===== config.mk =====
export PLATFORM = sky130hd
export DESIGN_NAME = bmi_div1k
export DESIGN_NICKNAME = d
export VERILOG_FILES = /design/src/sv/bmi_pkg.sv /design/src/sv/bmi_div1k.sv
export SDC_FILE = /design/constraint.sdc
export NUM_CORES = 2
export LEC_CHECK = 0
export ABC_AREA = 1
export BUFFER_PORTS_ARGS = -buffer_cell sky130_fd_sc_hd__buf_2
export CAP_MARGIN = 25
export CORE_ASPECT_RATIO = 1.2
export CORE_MARGIN = 5
export CORE_UTILIZATION = 60
export DETAILED_ROUTE_END_ITERATION = 7
export PLACE_DENSITY = 0.76
export SYNTH_ARGS = -nofsm -noshare
export SYNTH_HDL_FRONTEND = slang
export SYNTH_SLANG_ARGS = --single-unit

===== constraint.sdc =====
create_clock -name i_clk -period 23.3 [get_ports i_clk]
set_input_delay 3.495 -clock i_clk [delete_from_list [all_inputs] [get_ports i_clk]]
set_output_delay 3.495 -clock i_clk [all_outputs]
set_load 0.005 [all_outputs]

===== src/sv/bmi_pkg.sv =====
// shared constants and types of the body motion integrator
`default_nettype none
package bmi_pkg;

    localparam int DATA_W  = 32;
    localparam int LIM_W   = 31;
    localparam int FRIC_W  = 16;
    localparam int MS_W    = 10;
    localparam int REST_W  = 16;
    localparam int SCL_W   = 33;
    localparam int FRIC_SH = 8;
    localparam int NUM_W   = LIM_W + FRIC_SH;
    localparam int SC_LAT  = 4;
    localparam int DIV_LAT = NUM_W + 2;
    localparam int TOT_LAT = SC_LAT + 1 + DIV_LAT + SC_LAT + 1;
    localparam int CFG_IDX_W = 3;

    // ceil(2^38 / 125), quotient of (m >> 3) by 125 gives m / 1000
    localparam logic [31:0] RECIP_K = 32'd2199023256;
    localparam int RECIP_SH = 38;

    localparam logic signed [DATA_W-1:0] RST_GRAVITY = 32'sh0000_0000;
    localparam logic signed [DATA_W-1:0] RST_XMIN    = 32'sh0000_0000;
    localparam logic signed [DATA_W-1:0] RST_XMAX    = 32'sh7FFF_FFFF;
    localparam logic signed [DATA_W-1:0] RST_YMIN    = 32'sh0000_0000;
    localparam logic signed [DATA_W-1:0] RST_YMAX    = 32'sh7FFF_FFFF;
    localparam logic [REST_W-1:0]        RST_REST    = 16'd1;

    typedef enum logic [CFG_IDX_W-1:0] {
        CFG_GRAVITY = 3'd0,
        CFG_XMIN    = 3'd1,
        CFG_XMAX    = 3'd2,
        CFG_YMIN    = 3'd3,
        CFG_YMAX    = 3'd4,
        CFG_REST    = 3'd5
    } t_cfg_idx;

    typedef struct packed {
        logic [NUM_W-1:0]  rem_hi;
        logic [FRIC_W-1:0] rem;
        logic [NUM_W-1:0]  num;
        logic [NUM_W-1:0]  quo;
        logic [FRIC_W-1:0] d;
        logic              neg;
        logic              byp;
        logic [DATA_W-1:0] vx;
    } t_div_stage;

    typedef struct packed {
        logic signed [DATA_W-1:0] px;
        logic signed [DATA_W-1:0] py;
        logic signed [DATA_W-1:0] vx;
        logic signed [DATA_W-1:0] vy;
        logic [LIM_W-1:0]         limx;
        logic [LIM_W-1:0]         limy;
        logic [FRIC_W-1:0]        fdiv;
        logic [MS_W-1:0]          ms;
    } t_side_a;

    typedef struct packed {
        logic signed [DATA_W-1:0] px;
        logic signed [DATA_W-1:0] py;
        logic signed [DATA_W-1:0] vy;
        logic [MS_W-1:0]          ms;
    } t_side_c;

    typedef struct packed {
        logic signed [DATA_W-1:0] px;
        logic signed [DATA_W-1:0] py;
        logic signed [DATA_W-1:0] vx;
        logic signed [DATA_W-1:0] vy;
    } t_side_d;

endpackage
`default_nettype wire


===== src/sv/bmi_div1k.sv =====
// pipelined signed (value * ms) / 1000, truncating toward zero
`default_nettype none
module bmi_div1k
    import bmi_pkg::*;
(
    input  wire logic                     i_clk,
    input  wire logic                     i_en,
    input  wire logic signed [DATA_W-1:0] i_v,
    input  wire logic [MS_W-1:0]          i_ms,
    output logic signed [SCL_W-1:0]       o_q
);

    localparam int P_W = DATA_W + MS_W + 1;
    localparam int M_W = P_W - 2;
    localparam int T_W = M_W - 3;
    localparam int H_W = T_W - 32;
    localparam int PR_W = T_W + 32;

    logic signed [P_W-1:0] w_p;
    logic [P_W-1:0]        w_pa;
    logic [M_W-1:0]        r_m;
    logic                  r_neg0, r_neg1, r_neg2;
    logic [T_W-1:0]        r_t1, r_t2;
    logic [63:0]           r_pl;
    logic [T_W-1:0]        r_ph;
    logic [PR_W-1:0]       w_prod;
    logic [31:0]           r_q0;
    logic [T_W:0]          w_chk;
    logic [31:0]           w_q;
    logic [SCL_W-1:0]      w_qe;
    logic [T_W-1:0]        w_t;

    assign w_p  = $signed(i_v) * $signed({1'b0, i_ms});
    assign w_pa = w_p[P_W-1] ? P_W'(-w_p) : P_W'(w_p);
    assign w_t  = r_m[M_W-1:3];

    always_ff @(posedge i_clk) begin
        if (i_en) begin
            r_m    <= w_pa[M_W-1:0];
            r_neg0 <= w_p[P_W-1];
            r_t1   <= w_t;
            r_neg1 <= r_neg0;
            r_pl   <= 64'(w_t[31:0]) * 64'(RECIP_K);
            r_ph   <= T_W'(w_t[T_W-1:32]) * T_W'(RECIP_K);
            r_t2   <= r_t1;
            r_neg2 <= r_neg1;
            r_q0   <= w_prod[PR_W-1:RECIP_SH];
            o_q    <= r_neg2 ? $signed(SCL_W'(-w_qe)) : $signed(w_qe);
        end
    end

    assign w_prod = PR_W'(r_pl) + (PR_W'(r_ph) << 32);
    // estimate is exact or one too high
    assign w_chk  = (T_W+1)'(r_q0) * (T_W+1)'(125);
    assign w_q    = (w_chk > {1'b0, r_t2}) ? r_q0 - 32'd1 : r_q0;
    assign w_qe   = {1'b0, w_q};

    logic unused_h;
    assign unused_h = ^H_W;

endmodule
`default_nettype wire


==> out/metrics.yaml <==
detailed_routing:
  wl_per_cell_um: 18.1
  drt-vias-per-instance: 5.43
  final_antenna_net_count: 0
  vias: 34400
  drt_iter0_drc: 1735
  firstDrtPassIters: 6
  drc: 0
  drt-total-wl_mm: 115
logic_synthesis:
  netlist.top_cell.by_area: "fa_1"
  synth_area_leaders: "fa_1, ha_1, edfxtp_1"
  yosys_warnings: 0
  synth_seq_cells: 245
  yosys.cell_types.count: 57
  ys_seq_area_share_pct: 15.8
  synth_top_area_share_pct: 30.2
  synth_edf_count: 245
  async_flop_share_pct: 0
  synthesis.nets: 6713
  avgSynthCellArea_sq_um: 8.92
  ys.flop_type: "edfxtp_1"
  syn_inst: 5238
  synthesis.area_sq_mm: 0.0467
worst_hold_path:
  hp-class: "reg2reg"
die:
  start_util_pct: 60.3
  core_area_sq_mm: 0.0775
  ios: 77
  die_w_um: 265
  dieArea_sq_mm: 0.0836
  num_rows: 112
  die_y_um: 316
clock_tree:
  cts-root-buf: "clkbuf_16"
  cts_sinks: 245
  hold_buffers: 0
  clk_path_buf_depth: 3
  clk_pin_slew_ns: 0.07
  postCtsSetupRepairBufs: 0
  htree_num_levels: 1
  numCtsBuffers: 26
  post_cts_resized: 0
  tritoncts: "done"
  worstSkewPairLatency_ns: 0.56
global_routing:
  gr-total-overflow: 0
  grt_pass1_vias: 37500
  antenna_found_initial: 2
  grt_max_degree: 106
  grt_first_pass_wirelength_mm: 189
  grtUsageTotal_pct: 28.1
sta:
  rsz0062_at_grt: "no"
  tightest_slew_ns: 1.15
  holdWs_ns: 0.415
  relSlewSlack_pct: 23.4
  hold_violations: 0
  setup_viol: 0
  slew_violations: 0
  fin_skew_ns: 0.0289
  max_clock_freq_ghz: 0.100
  min_period_ns: 10.00
  finalSetupTns_ns: 0
  timing.final.ws_setup_ns: 13.30
  timing.final.crit_share_pct: 42.9
placement:
  gp_congestion: 1.01
  hpwl_mm: 96.9
  io_buffers: 76
  post-place-ws_ns: 12.79
worst_setup_path:
  critPathMaxFanout: 32
  crit_path_end_kind: "flop"
  required_ns: 23.59
  timing_worst_setup_path_type: "in2reg"
  arrival_ns: 10.29
  cp-start-kind: "input port"
run_status:
  outcome: "finished, final reports clean"
job:
  drv_cap: 0
finish:
  fin_util_pct: 63.3
  area_growth_pct: 5.02
  fin_nets: 6758
  drive_above_1_share_pct: 3.92
==> cell usage after synthesis (25+ instances only) <==
library cell  number
nand2_2           25
fa_1             705
nand4_1           52
inv_1           1331
clkbuf_1          65
ha_1             726
edfxtp_1         245
a21oi_1          205
xnor2_1           66
xor2_1           169
a31oi_1           31
nor3_1            25
nor2_1           259
o21ai_0           94
nand3_1          119
nand2_1          906
==> layout by cell type (no fill, tap or decap), types with 5 or more instances in the layout <==
cell type	synthesis	final
a21boi_0	8	8
a21boi_1	5	5
a21o_1	16	16
a21oi_1	205	205
a221oi_1	5	5
a31oi_1	31	31
buf_2	4	75
buf_4	1	17
clkbuf_16	0	26
clkinv_1	2	5
edfxtp_1	245	245
fa_1	705	705
ha_1	726	726
inv_1	1331	1331
nand2_1	906	906
nand2_2	25	25
nand3_1	119	119
nand3b_1	16	16
nand4_1	52	52
nor2_1	259	259
nor2_2	19	19
nor3_1	25	25
nor4_1	15	15
o211ai_1	12	12
o21a_1	10	10
o21ai_0	94	94
o21ai_1	20	20
o21bai_1	11	11
o221ai_1	7	7
o311ai_0	5	5
xnor2_1	66	66
xor2_1	169	169
==> worst max-delay path, cell delays in order <==
cell and delay [ns]:
buf_2 0.53, nand2_1 0.10, inv_1 0.10, fa_1 0.43
fa_1 0.49, inv_1 0.06, fa_1 0.50, fa_1 0.54
inv_1 0.05, fa_1 0.47, ha_1 0.38, inv_1 0.05
o21ai_0 0.27, a31oi_1 0.07, o21ai_0 0.29, nand3_1 0.12
nand3_1 0.19, nand2_1 0.11, nor2_1 0.10, nor2_1 0.08
o21ai_1 0.23, nand4_1 0.14, nand3_1 0.11, nand2_1 0.44
inv_2 0.55, o21ai_0 0.20, xnor2_1 0.16
==> metrics by stage <==
step	cell area (sq um)	cells
floorplan	46700	5238
global placement	48200	6281
detailed placement	48200	6281
CTS	49100	6328
global route	49100	6328
finish	49100	6329
==> cells by family (layout without fill, tap and decap cells) <==
family / after synthesis / after routing / share of synthesized area (%)
flops: 245 / 245 / 15.8
compound gates: 455 / 455 / 5.65
xor+xnor: 235 / 235 / 4.41
simple gates: 1459 / 1459 / 13.1
other cells: 0 / 1 / 0
fa+ha+maj: 1431 / 1431 / 49.7
buf+inv: 1413 / 1477 / 11.4
==> layer usage <==
layer,GRT usage [%],share of wire [%]
met1,32.7,38
met2,53.3,53
met3,2.96,4.9
met4,11.0,4.5
met5,0,0.020
==> worst paths after layout <==
| kind | start | endpoint | slack (ns) | cells past startpoint |
|---|---|---|---|---|
| max reg2reg | r_q0[2] | o_q[18] | 13.46 | 37 |
| min reg2reg | r_t1[5] | r_t2[5] | 0.42 | 0 |
| min | r_t1[5] | r_t2[5] | 0.42 | 0 |
| max | i_ms[6] | r_m[22] | 13.30 | 27 |
==> cell type report <==
cell class | instances | area (sq um)
inverter | 1337 | 5020
timing repair buffer | 93 | 518
antenna | 1 | 2.50
multi-input combinational | 3580 | 34000
clock buffer | 30 | 666
fill | 6497 | 28400
tap | 1026 | 1280
sequential | 245 | 7360
clock inverter | 17 | 190
==> registers in the layout (all words and copies together), names as in the netlist <==
signal  cells
o_q        33
r_m        38
r_neg0      1
r_neg1      1
r_neg2      1
r_ph       34
r_pl       29
r_q0       32
r_t1       38
r_t2       38
Power is not shown: default switching activity piles up to over one toggle a cycle in this logic, so the estimate is an artifact.
